File: src/rtl/wad_pkg.sv
package wad_pkg;

  localparam int ZG_W      = 10;
  localparam int LIMIT_W   = 22;
  localparam int SPREAD_W  = 56;
  localparam int CFG_ADDR_W = 3;
  localparam int CFG_DATA_W = 32;

  localparam logic [CFG_ADDR_W-3:0] REG_ZERO_G       = 1'b0;
  localparam logic [CFG_ADDR_W-3:0] REG_SPREAD_LIMIT = 1'b1;

  typedef enum logic [3:0] {
    OP_NONE,
    OP_LOAD,
    OP_SQX,
    OP_SQY,
    OP_SQZ,
    OP_ACC,
    OP_E2,
    OP_O2,
    OP_SS,
    OP_LIM,
    OP_OUT
  } op_t;

  typedef struct packed {
    op_t  op;
    logic ram_rd;
    logic ram_wr;
  } cmd_t;

endpackage

File: src/rtl/wad_ram.sv
module wad_ram #(
  parameter int WIDTH = 22,
  parameter int DEPTH = 80
) (
  input  logic                     clk,
  input  logic                     we,
  input  logic [$clog2(DEPTH)-1:0] waddr,
  input  logic [WIDTH-1:0]         wdata,
  input  logic                     re,
  input  logic [$clog2(DEPTH)-1:0] raddr,
  output logic [WIDTH-1:0]         rdata
);

  logic [WIDTH-1:0] mem [DEPTH];

  always_ff @(posedge clk) begin
    if (we) begin
      mem[waddr] <= wdata;
    end
    if (re) begin
      rdata <= mem[raddr];
    end
  end

endmodule

File: src/rtl/wad_regs.sv
module wad_regs (
  input  logic                              clk,
  input  logic                              rst,
  input  logic                              psel,
  input  logic                              penable,
  input  logic                              pwrite,
  input  logic [wad_pkg::CFG_ADDR_W-1:0]    paddr,
  input  logic [wad_pkg::CFG_DATA_W-1:0]    pwdata,
  output logic [wad_pkg::CFG_DATA_W-1:0]    prdata,
  output logic                              pready,
  output logic [wad_pkg::ZG_W-1:0]          zero_g_level,
  output logic [wad_pkg::LIMIT_W-1:0]       spread_limit
);

  logic [wad_pkg::CFG_ADDR_W-3:0] reg_sel;
  logic                           wr_en;

  assign pready  = 1'b1;
  assign reg_sel = paddr[wad_pkg::CFG_ADDR_W-1:2];
  assign wr_en   = psel && penable && pwrite && pready;

  always_ff @(posedge clk) begin
    if (rst) begin
      zero_g_level <= '0;
      spread_limit <= '0;
    end else if (wr_en) begin
      unique case (reg_sel)
        wad_pkg::REG_ZERO_G:       zero_g_level <= pwdata[wad_pkg::ZG_W-1:0];
        wad_pkg::REG_SPREAD_LIMIT: spread_limit <= pwdata[wad_pkg::LIMIT_W-1:0];
        default: ;
      endcase
    end
  end

  always_comb begin
    unique case (reg_sel)
      wad_pkg::REG_ZERO_G:       prdata = wad_pkg::CFG_DATA_W'(zero_g_level);
      wad_pkg::REG_SPREAD_LIMIT: prdata = wad_pkg::CFG_DATA_W'(spread_limit);
      default:                   prdata = '0;
    endcase
  end

endmodule

File: src/rtl/wad_ctrl.sv
module wad_ctrl (
  input  logic          clk,
  input  logic          rst,
  input  logic          in_tvalid,
  output logic          in_tready,
  output logic          out_tvalid,
  input  logic          out_tready,
  output wad_pkg::cmd_t cmd
);

  typedef enum logic [3:0] {
    S_IDLE,
    S_SQX,
    S_SQY,
    S_SQZ,
    S_ACC,
    S_E2,
    S_O2,
    S_SS,
    S_LIM,
    S_OUT
  } state_t;

  state_t state;
  logic   out_free;

  assign in_tready = (state == S_IDLE);
  assign out_free  = !out_tvalid || out_tready;

  always_ff @(posedge clk) begin
    if (rst) begin
      state      <= S_IDLE;
      out_tvalid <= 1'b0;
    end else begin
      if (state == S_OUT && out_free) begin
        out_tvalid <= 1'b1;
      end else if (out_tvalid && out_tready) begin
        out_tvalid <= 1'b0;
      end
      unique case (state)
        S_IDLE: if (in_tvalid) state <= S_SQX;
        S_SQX:  state <= S_SQY;
        S_SQY:  state <= S_SQZ;
        S_SQZ:  state <= S_ACC;
        S_ACC:  state <= S_E2;
        S_E2:   state <= S_O2;
        S_O2:   state <= S_SS;
        S_SS:   state <= S_LIM;
        S_LIM:  state <= S_OUT;
        S_OUT: begin
          if (out_free) begin
            state <= S_IDLE;
          end
        end
        default: state <= S_IDLE;
      endcase
    end
  end

  always_comb begin
    cmd.op     = wad_pkg::OP_NONE;
    cmd.ram_rd = 1'b0;
    cmd.ram_wr = 1'b0;
    unique case (state)
      S_IDLE: begin
        if (in_tvalid) begin
          cmd.op     = wad_pkg::OP_LOAD;
          cmd.ram_rd = 1'b1;
        end
      end
      S_SQX: cmd.op = wad_pkg::OP_SQX;
      S_SQY: cmd.op = wad_pkg::OP_SQY;
      S_SQZ: cmd.op = wad_pkg::OP_SQZ;
      S_ACC: cmd.op = wad_pkg::OP_ACC;
      S_E2: begin
        cmd.op     = wad_pkg::OP_E2;
        cmd.ram_wr = 1'b1;
      end
      S_O2:  cmd.op = wad_pkg::OP_O2;
      S_SS:  cmd.op = wad_pkg::OP_SS;
      S_LIM: cmd.op = wad_pkg::OP_LIM;
      S_OUT: if (out_free) cmd.op = wad_pkg::OP_OUT;
      default: ;
    endcase
  end

endmodule

File: src/rtl/wad_dpath.sv
module wad_dpath #(
  parameter int WINDOW_LEN  = 80,
  parameter int SAMPLE_BITS = 10
) (
  input  logic                            clk,
  input  logic                            rst,
  input  wad_pkg::cmd_t                   cmd,
  input  logic [SAMPLE_BITS-1:0]          accel_x,
  input  logic [SAMPLE_BITS-1:0]          accel_y,
  input  logic [SAMPLE_BITS-1:0]          accel_z,
  input  logic [wad_pkg::ZG_W-1:0]        zero_g_level,
  input  logic [wad_pkg::LIMIT_W-1:0]     spread_limit,
  output logic                            walking,
  output logic [wad_pkg::SPREAD_W-1:0]    window_spread
);

  localparam int MAG_W    = (SAMPLE_BITS > wad_pkg::ZG_W) ? SAMPLE_BITS : wad_pkg::ZG_W;
  localparam int ENERGY_W = 2 * MAG_W + 2;
  localparam int NW       = $clog2(WINDOW_LEN + 1);
  localparam int SLOT_W   = $clog2(WINDOW_LEN);
  localparam int SUM_W    = ENERGY_W + NW;
  localparam int SQSUM_W  = 2 * ENERGY_W + NW;
  localparam int LIM_W    = wad_pkg::LIMIT_W + NW;
  localparam int MUL_W    = SUM_W;
  localparam int PROD_W   = 2 * MUL_W;

  logic [SAMPLE_BITS-1:0] ax, ay, az;
  logic [ENERGY_W-1:0]    energy;
  logic [ENERGY_W-1:0]    old_e;
  logic [SUM_W-1:0]       sum;
  logic [SQSUM_W-1:0]     sumsq;
  logic [PROD_W-1:0]      prod;
  logic [PROD_W-1:0]      a_reg;
  logic [PROD_W-1:0]      b_reg;
  logic [SLOT_W-1:0]      slot;
  logic                   wrapped;
  logic [ENERGY_W-1:0]    ram_rdata;

  logic [SAMPLE_BITS-1:0] axis_raw;
  logic signed [MAG_W:0]  diff;
  logic [MAG_W-1:0]       mag;
  logic [LIM_W-1:0]       lim;
  logic [MUL_W-1:0]       mul_a;
  logic [PROD_W-1:0]      mul_p;
  logic [PROD_W-1:0]      spread;

  wad_ram #(
    .WIDTH (ENERGY_W),
    .DEPTH (WINDOW_LEN)
  ) u_window (
    .clk   (clk),
    .we    (cmd.ram_wr),
    .waddr (slot),
    .wdata (energy),
    .re    (cmd.ram_rd),
    .raddr (slot),
    .rdata (ram_rdata)
  );

  always_comb begin
    unique case (cmd.op)
      wad_pkg::OP_SQY: axis_raw = ay;
      wad_pkg::OP_SQZ: axis_raw = az;
      default:         axis_raw = ax;
    endcase
  end

  assign diff = $signed({1'b0, MAG_W'(axis_raw)}) - $signed({1'b0, MAG_W'(zero_g_level)});
  assign mag  = diff[MAG_W] ? MAG_W'(-diff) : diff[MAG_W-1:0];
  assign lim  = LIM_W'(spread_limit) * LIM_W'(WINDOW_LEN);

  always_comb begin
    unique case (cmd.op)
      wad_pkg::OP_SQX,
      wad_pkg::OP_SQY,
      wad_pkg::OP_SQZ: mul_a = MUL_W'(mag);
      wad_pkg::OP_E2:  mul_a = MUL_W'(energy);
      wad_pkg::OP_O2:  mul_a = MUL_W'(old_e);
      wad_pkg::OP_SS:  mul_a = sum;
      wad_pkg::OP_LIM: mul_a = MUL_W'(lim);
      default:         mul_a = '0;
    endcase
  end

  assign mul_p  = PROD_W'(mul_a) * PROD_W'(mul_a);
  assign spread = (a_reg >= b_reg) ? a_reg - b_reg : '0;

  always_ff @(posedge clk) begin
    if (rst) begin
      slot    <= '0;
      wrapped <= 1'b0;
      sum     <= '0;
      sumsq   <= '0;
    end else begin
      unique case (cmd.op)
        wad_pkg::OP_E2: begin
          sum <= sum - SUM_W'(old_e) + SUM_W'(energy);
          if (slot == SLOT_W'(WINDOW_LEN - 1)) begin
            slot    <= '0;
            wrapped <= 1'b1;
          end else begin
            slot <= slot + 1'b1;
          end
        end
        wad_pkg::OP_O2: sumsq <= sumsq + prod[SQSUM_W-1:0];
        wad_pkg::OP_SS: sumsq <= sumsq - prod[SQSUM_W-1:0];
        default: ;
      endcase
    end
  end

  always_ff @(posedge clk) begin
    unique case (cmd.op)
      wad_pkg::OP_LOAD: begin
        ax <= accel_x;
        ay <= accel_y;
        az <= accel_z;
      end
      wad_pkg::OP_SQX: begin
        prod  <= mul_p;
        old_e <= wrapped ? ram_rdata : '0;
      end
      wad_pkg::OP_SQY: begin
        prod   <= mul_p;
        energy <= prod[ENERGY_W-1:0];
      end
      wad_pkg::OP_SQZ: begin
        prod   <= mul_p;
        energy <= energy + prod[ENERGY_W-1:0];
      end
      wad_pkg::OP_ACC: energy <= energy + prod[ENERGY_W-1:0];
      wad_pkg::OP_E2,
      wad_pkg::OP_O2,
      wad_pkg::OP_SS:  prod <= mul_p;
      wad_pkg::OP_LIM: begin
        prod  <= mul_p;
        b_reg <= prod;
        a_reg <= PROD_W'(sumsq) * PROD_W'(WINDOW_LEN);
      end
      wad_pkg::OP_OUT: begin
        walking <= (spread > prod);
        if (|spread[PROD_W-1:wad_pkg::SPREAD_W]) begin
          window_spread <= '1;
        end else begin
          window_spread <= spread[wad_pkg::SPREAD_W-1:0];
        end
      end
      default: ;
    endcase
  end

endmodule

File: src/rtl/walking_activity_detector.sv
// walking activity detector
// one 3-axis accelerometer sample enters per input word on the in_ stream;
// the zero-g level is removed per axis and the squared offsets are summed
// into an energy value that enters a WINDOW_LEN-deep circular window.
// each word yields one result word on the out_ stream: the window spread
// (N*sum of squares - squared sum) in tdata and the walking flag in tuser,
// set when the spread exceeds (N*spread_limit)^2.
// zero_g_level and spread_limit are written over the apb port at byte
// addresses 0 and 4; the user must write them only while the block is
// idle; the block has no check for this. a new word is taken only once
// the last is through all steps, since the single shared multiplier
// computes three axis squares, two energy squares, the squared sum and
// the squared limit in turn, plus one window memory read and write.
// reset empties the window (it reads as zeros until first written around)
// and clears the sums, the config registers and both handshakes.
// a stalled receiver holds the result; the next input word is still taken
// and worked on, and waits in the last step until the output is free.
module walking_activity_detector #(
  parameter int WINDOW_LEN  = 80,
  parameter int SAMPLE_BITS = 10
) (
  input  logic                              clk,
  input  logic                              rst,
  input  logic                              in_tvalid,
  output logic                              in_tready,
  // accel_x, accel_y, accel_z
  input  logic [((3*SAMPLE_BITS+7)/8)*8-1:0] in_tdata,
  output logic                              out_tvalid,
  input  logic                              out_tready,
  // window_spread
  output logic [wad_pkg::SPREAD_W-1:0]      out_tdata,
  // walking
  output logic                              out_tuser,
  input  logic                              psel,
  input  logic                              penable,
  input  logic                              pwrite,
  input  logic [wad_pkg::CFG_ADDR_W-1:0]    paddr,
  input  logic [wad_pkg::CFG_DATA_W-1:0]    pwdata,
  output logic [wad_pkg::CFG_DATA_W-1:0]    prdata,
  output logic                              pready
);

  wad_pkg::cmd_t                 cmd;
  logic [wad_pkg::ZG_W-1:0]      zero_g_level;
  logic [wad_pkg::LIMIT_W-1:0]   spread_limit;

  wad_regs u_regs (
    .clk          (clk),
    .rst          (rst),
    .psel         (psel),
    .penable      (penable),
    .pwrite       (pwrite),
    .paddr        (paddr),
    .pwdata       (pwdata),
    .prdata       (prdata),
    .pready       (pready),
    .zero_g_level (zero_g_level),
    .spread_limit (spread_limit)
  );

  wad_ctrl u_ctrl (
    .clk        (clk),
    .rst        (rst),
    .in_tvalid  (in_tvalid),
    .in_tready  (in_tready),
    .out_tvalid (out_tvalid),
    .out_tready (out_tready),
    .cmd        (cmd)
  );

  wad_dpath #(
    .WINDOW_LEN  (WINDOW_LEN),
    .SAMPLE_BITS (SAMPLE_BITS)
  ) u_dpath (
    .clk           (clk),
    .rst           (rst),
    .cmd           (cmd),
    .accel_x       (in_tdata[SAMPLE_BITS-1:0]),
    .accel_y       (in_tdata[2*SAMPLE_BITS-1:SAMPLE_BITS]),
    .accel_z       (in_tdata[3*SAMPLE_BITS-1:2*SAMPLE_BITS]),
    .zero_g_level  (zero_g_level),
    .spread_limit  (spread_limit),
    .walking       (out_tuser),
    .window_spread (out_tdata)
  );

endmodule

File: config.mk
export PLATFORM = sky130hd
export DESIGN_NAME = walking_activity_detector
export DESIGN_NICKNAME = d
export VERILOG_FILES = /design/src/rtl/wad_pkg.sv /design/src/rtl/wad_ram.sv /design/src/rtl/wad_regs.sv /design/src/rtl/wad_ctrl.sv /design/src/rtl/wad_dpath.sv /design/src/rtl/walking_activity_detector.sv
export SDC_FILE = /design/constraint.sdc
export NUM_CORES = 2
export LEC_CHECK = 0
export BUFFER_PORTS_ARGS = -buffer_cell sky130_fd_sc_hd__buf_2
export CORE_MARGIN = 3
export CORE_UTILIZATION = 58
export DETAILED_ROUTE_END_ITERATION = 6
export PLACE_DENSITY = 0.74
export SYNTH_ARGS = -nofsm -noshare
export SYNTH_HDL_FRONTEND = slang
export SYNTH_SLANG_ARGS = --single-unit
File: constraint.sdc
create_clock -name clk -period 16.05 [get_ports clk]
set_clock_uncertainty 0.1 [all_clocks]
set_input_delay 3.21 -clock clk [delete_from_list [all_inputs] [get_ports clk]]
set_output_delay 3.21 -clock clk [all_outputs]
set_load 0.02 [all_outputs]
After elaboration in Yosys (flattened, before gate mapping)

Memory sizes are Yosys's and may differ from the RTL's. A register that Yosys moved wholly into a read port is not among the register bits.
Cells that the tools add are included.

Bits in latches: 0
Flip-flop bits (word level): 426
Word-level logic and storage cells: 94
Memories kept: 1
Memory bits (read-only): 0
RAM bits: 1,760
Output and inout bits: 92

Reductions and logical operators: 18
Multiply operators: 3
Bitwise operators: 1
$add $sub $neg: 9
Div/mod/pow operators: 0
Equality and inequality tests: 22
Shift operators: 0
Multiplexer cells: 20
Magnitude comparators: 2

Memories:

| memory               | depth | width | read ports | clocked after Yosys merged registers in | write ports | RTL line      | text |
|---|---|---|---|---|---|---|---|
| u_dpath.u_window.mem | 80    | 22    | 1          | 1                                       | 1           | wad_ram.sv:14 | `logic [WIDTH-1:0] mem [DEPTH];` |

Operators by type and width:

| cell                                                                  | number |
|---|---|
| 29-bit case mux with 5 select lines                                   | 1 |
| 51-bit case mux with 2 select lines                                   | 1 |
| 4-bit case mux with 10 select lines                                   | 2 |
| 32-bit case mux with 2 select lines                                   | 1 |
| 58-bit >= comparator                                                  | 1 |
| 58-bit greater-than comparator                                        | 1 |
| 29-bit by 29-bit multiplier with 58-bit output                        | 1 |
| 58-bit two-way mux                                                    | 1 |
| 58-bit subtractor                                                     | 1 |
| 51-bit by 3-bit multiplier with 54-bit output, second input constant  | 1 |
| 51-bit adder                                                          | 1 |
| 51-bit subtractor                                                     | 1 |
| 22-bit case mux with 2 select lines                                   | 1 |
| 4-bit by 3-bit equality test with 1-bit output, second input constant | 8 |
| 29-bit by 22-bit adder with 29-bit output                             | 1 |
| 29-bit by 22-bit subtractor with 29-bit output                        | 1 |
| 22-bit by 3-bit multiplier with 25-bit output, second input constant  | 1 |
| 22-bit adder                                                          | 1 |
| 4-bit equality test, second input constant                            | 5 |
| 10-bit case mux with 2 select lines                                   | 1 |
| 4-bit by 2-bit equality test with 1-bit output, second input constant | 4 |
| 4-bit two-way mux                                                     | 3 |
| 10-bit by 10-bit subtractor with 11-bit output                        | 1 |
| 10-bit two-way mux                                                    | 1 |
| other kinds (19)                                                      | 34 |

Longest topological paths before layout

Depth after elaboration: 11
Depth in mapped cells: 50

By module

From an unflattened synthesis, not the netlist that was laid out.

Cells, all modules: 9,505
Area, all modules: 124,853.5 um2

By module, submodules not included:

| module    | seq. area each (um2) | area each (um2) | instances | cells each |
|---|---|---|---|---|
| wad_ram   | 53,511.3             | 68,532.0        | 1         | 3,258 |
| wad_dpath | 10,740.3             | 54,310.8        | 1         | 6,040 |
| wad_regs  | 640.6                | 1,701.6         | 1         | 169 |
| wad_ctrl  | 100.1                | 309.0           | 1         | 38 |

Least setup slack after synthesis

Ideal clock, no wire load.

Path type: register to register
Start point: register u_ctrl.state[2]
End point: register u_dpath.prod[56], data pin
Path buffers: 4
Period minus slack after synthesis: 12.243 ns
Arrival time: 11.885 ns
Path slack: 3.807 ns
Stages on the path, launching flop included: 37
Required time: 15.692 ns
Setup time: 0.258 ns
Cells stage by stage: dfxtp_1 > clkbuf_1 > nor2b_1 > nand2_1 > clkinv_1 > clkbuf_1 > a22oi_1 > clkinv_1 > clkbuf_1 > nand2_1 > fa_1 > inv_1 > fa_1 > fa_1 > inv_1 > fa_1 > fa_1 > inv_1 > fa_1 > fa_1 > inv_1 > fa_1 > inv_1 > ha_1 > clkbuf_1 > a21oi_1 > o21ai_1 > nand2b_1 > a211oi_1 > a31oi_1 > o31ai_1 > o211a_1 > nor3_1 > a31o_2 > a221o_1 > a21oi_1 > xnor2_1

Word-level cells in the longest chain between the ends: 9
Elaborated cells on any way between the ends: 25

RTL lines:

| item                                                                                                                    | RTL line                         | text |
|---|---|---|
| from (decl)                                                                                                             | wad_ctrl.sv:24                   | `state_t state;` |
| from (signal assigned)                                                                                                  | wad_ctrl.sv:32                   | `state <= S_IDLE;` |
| from (signal assigned)                                                                                                  | wad_ctrl.sv:41                   | `S_IDLE: if (in_tvalid) state <= S_SQX;` |
| from (signal assigned)                                                                                                  | wad_ctrl.sv:42                   | `S_SQX: state <= S_SQY;` |
| 4-bit equality test, or another cell as far along                                                                       | wad_ctrl.sv:64                   | `unique case (state)` |
| 4-bit case mux with 10 select lines (*)                                                                                 | wad_ctrl.sv:64                   |  |
| 4-bit by 3-bit equality test with 1-bit output / 4-bit by 2-bit equality test with 1-bit output (equally long branches) | wad_dpath.sv:61, wad_dpath.sv:73 |  |
| 10-bit case mux with 2 select lines                                                                                     | wad_dpath.sv:61                  | `unique case (cmd.op)` |
| 10-bit by 10-bit subtractor with 11-bit output                                                                          | wad_dpath.sv:68                  | `assign diff = $signed({1'b0, MAG_W'(axis_raw)}) - $signed({1'b0, MAG_W'(zero_g_level)});` |
| 10-bit negation                                                                                                         | wad_dpath.sv:69                  | `assign mag = diff[MAG_W] ? MAG_W'(-diff) : diff[MAG_W-1:0];` |
| 10-bit two-way mux                                                                                                      | wad_dpath.sv:69                  |  |
| 29-bit case mux with 5 select lines (*)                                                                                 | wad_dpath.sv:73                  | `unique case (cmd.op)` |
| 29-bit by 29-bit multiplier with 58-bit output (*)                                                                      | wad_dpath.sv:85                  | `assign mul_p = PROD_W'(mul_a) * PROD_W'(mul_a);` |
| named net u_dpath.mul_p[56]                                                                                             | wad_dpath.sv:44                  | `logic [PROD_W-1:0] mul_p;` |
| to (signal assigned)                                                                                                    | wad_dpath.sv:120                 | `prod <= mul_p;` |
| to (signal assigned)                                                                                                    | wad_dpath.sv:124                 | `prod <= mul_p;` |
| to (signal assigned)                                                                                                    | wad_dpath.sv:128                 | `prod <= mul_p;` |
| to (decl)                                                                                                               | wad_dpath.sv:32                  | `logic [PROD_W-1:0] prod;` |

The timed path passes the listed nets; every way through them passes the cells marked *.
A chain may end at the register's enable or synchronous reset.

Worst setup path in the final report

Same ends and word-level chain as after synthesis.

==> out/results.ini <==
[outcome]
run_status=complete, no violations

[min_path]
timing.hold.worst.class=reg2reg
hp-start=u_dpath.prod[51]

[setup_path]
critical_path_arrival_ns=13.28
path_common_cell=fa_1
worst_setup_path_startpoint=u_ctrl.state[2]
required_ns=16.50
critPathTopFamily=compound AO/OA/AOI/OAI gates
end_kind=register
worstPathMaxFanout=23
crit-reg2reg-launch=u_ctrl.state[2]
buffering_stage_count_on_the_worst_path_with_inverters_included=6
crit_type=reg2reg
critPathLaunchType=register
cpPeakStageDelay_ns=0.85
critical_path.slowest_cell=o221ai_4

[synth]
most_used_flip_flop_cell_after_synthesis=edfxtp_1
number_of_synthesis_warnings=0
syn_area_per_cell_um2=12.4
post_synth_instance_area_um2=120000
post-synth-top-area-cell=edfxtp_1
synth.distinct_cells=97
synth.top_cells.by_area=edfxtp_1, fa_1, ha_1, a22oi_1, inv_1
postSynthCellCount=9659
synth_seq_area_share_pct=54.2
yosys.area.top_type_share_pct=52.1
synth_async_sr_flop_share_pct=0
synth_edf_count=2081
ys_ff_latch=2206

[route]
post_detailed_route_via_to_cell_ratio=6.39
dr_wl_met3_um=32700
detail_route.drc_violations=0
detail_route.wirelength.met1_um=123000
antenna_violation_net_count_after_detailed_routing=0
routedWlPerCell_um=26.3
drtIter0Drc=9390
dr.pass1.iters=6
dr_wl_met2_um=159000
num_vias=80736
dr.max_layer_used=met5
routed_wl_um=332000

[power]
power_density_nw_per_um2=97.1
netSwitchingFraction_pct=24.6
power_frac_comb_pct=9.8
power.net_switching_mw=3.14
power.sequential.fraction_pct=51.1
p_clk_share_pct=39.1
power.total_mw=12.7
internal_power_mw=9.61
leakagePower_nw=51.5
vdd.ir_drop.worst_v=0.000131

[clock_tree]
cts-htree-levels=4
cts_post_setup_buffers_inserted=0
cts_made_buffers=211
cts_hold_buffers=0
clock-root-buffer=clkbuf_16
tritoncts=done
postCtsResizedCells=0
path_clk_slew_ns=0.06
cts_max_path_buffers=3
cts_sinks=2206
clock_latency_reported_for_the_late_side_of_the_worst_skew_pair_ns=0.88

[timing]
max_clock_freq_mhz=78.0
timing.slew.headroom_pct=22.8
finalMaxSlewViolations=0
final-setup-viol-count=0
worstMarginPinSlew_ns=1.15
finalHoldViolCount=0
grt_setup_unrepaired=false
finalCriticalPeriod_ns=12.83
layout_worst_path_cycle_share_pct=79.9
totalNegativeSetupSlack_ns=0

[cells_and_area]
layout_commonest_cell=edfxtp_1
area_growth_pct=9.44
largest_reg_flops=1760
layout.cells.most_common_list=edfxtp_1, inv_1, nand2_1
drive_above_1_share_pct=8.25
post_layout_nonfiller_instances=12640
fin_nets=11119

[global_route]
grt_pass1_vias=80969
grt_antenna_before_repair=12
first_pass_grt_wire_length_um=495000
grt_max_degree=107
total_gr_overflow=0
globalRouteTotalUtil_pct=31.1

[place]
gp_congestion=0.983
dp_hpwl_um=211000
portBuffers=140
post-place-cells=12239

[floorplanning]
fp.dieArea_um2=212000
floorplan_die_height_um=461
die_w_um=461
core_area_um2=205000
initial_utilization_pct=58.4
num_rows=166
floorplan.io_pins=166

[run]
maxCapViolCount=0

[cell usage after synthesis, types with 34 or more instances]
cell and count:
o21bai_1 40, nor2_1 525, o21a_1 34, xor2_1 88, nand3_1 88, a22o_1 94
fa_1 678, and2_1 61, a21o_1 150, nor2b_1 45, ha_1 603, nor3_1 68
inv_1 1198, a31oi_1 48, buf_1 55, a211oi_1 35, edfxtp_1 2081, nand2b_1 48
a221oi_1 95, a41oi_1 36, a21oi_1 470, nand2_1 825, dfxtp_1 125, a22oi_1 659
clkbuf_1 348, o21ai_0 295, xnor2_1 225, nand4_1 200
[worst reg2reg max path, delay by kind of cell (launching register included)]
family	cells	cell delay, ns
and+or+nand+nor	9	1.77
xor gates and xnor gates	2	0.25
adders and majority gates	10	4.47
buffers and inverters	6	0.54
AOI/OAI and AO/OA	17	4.94
DFF	1	0.43
[per-layer routing]
metal,global-route usage (%),up-vias
met1,40.1,40111
met2,51.0,4699
met4,15.2,6
li1,-,35000
met3,5.68,920
met5,0,-
[worst paths after layout]
kind | slack (ns) | cells past startpoint | endpoint
setup / recovery | 3.22 | 44 | u_dpath.prod[56]
hold reg to reg | 0.36 | 0 | u_dpath.b_reg[51]
hold / removal | 0.36 | 0 | u_dpath.b_reg[51]
setup reg to reg | 3.22 | 44 | u_dpath.prod[56]
[layout make-up]
type / count / area, µm²
Clock buffer: 265 / 5590
Antenna cell: 9 / 22.5
Tap cell: 2688 / 3360
Clock inverter: 127 / 1390
Timing Repair Buffer: 312 / 2030
Fill cell: 14894 / 73900
Inverter: 1209 / 4540
Multi-Input combinational cell: 5824 / 49300
Sequential cell: 2206 / 65000
[metrics by stage]
step                hold slack [ns]  setup WS [ns]  cell area (µm²)  util [%]
floorplan                     0.326           3.81           120000         -
global placement              0.342           3.71           124000      60.5
detailed placement            0.349           3.49           124000      60.5
CTS                           0.356           3.42           131000      64.0
global route                  0.362           2.75           131000      64.0
finish                        0.356           3.22           131000      64.0
[power groups by stage]
stage | logic, mW | clock network, mW | registers [mW]
2_1_floorplan | 0.747 | 0 | 6.67
3_3_place_gp | 1.18 | 0 | 6.63
3_5_place_dp | 1.22 | 0 | 6.63
4_1_cts | 1.23 | 5.02 | 6.51
5_1_grt | 1.37 | 5.24 | 6.51
6_report | 1.25 | 4.98 | 6.51
[kinds of logic after synthesis]
| logic type | count (synthesis) | synth area share, % |
|---|---|---|
| other | 2 | 0.00626 |
| DFF | 2206 | 54.2 |
| and+or+nand+nor | 1979 | 7.47 |
| buffers and inverters | 1638 | 5.18 |
| AOI/OAI and AO/OA | 2147 | 12.1 |
| xor gates and xnor gates | 314 | 2.30 |
| muxes | 92 | 1.12 |
| adders and majority gates | 1281 | 17.6 |
(Power assumes the default switching activity.)
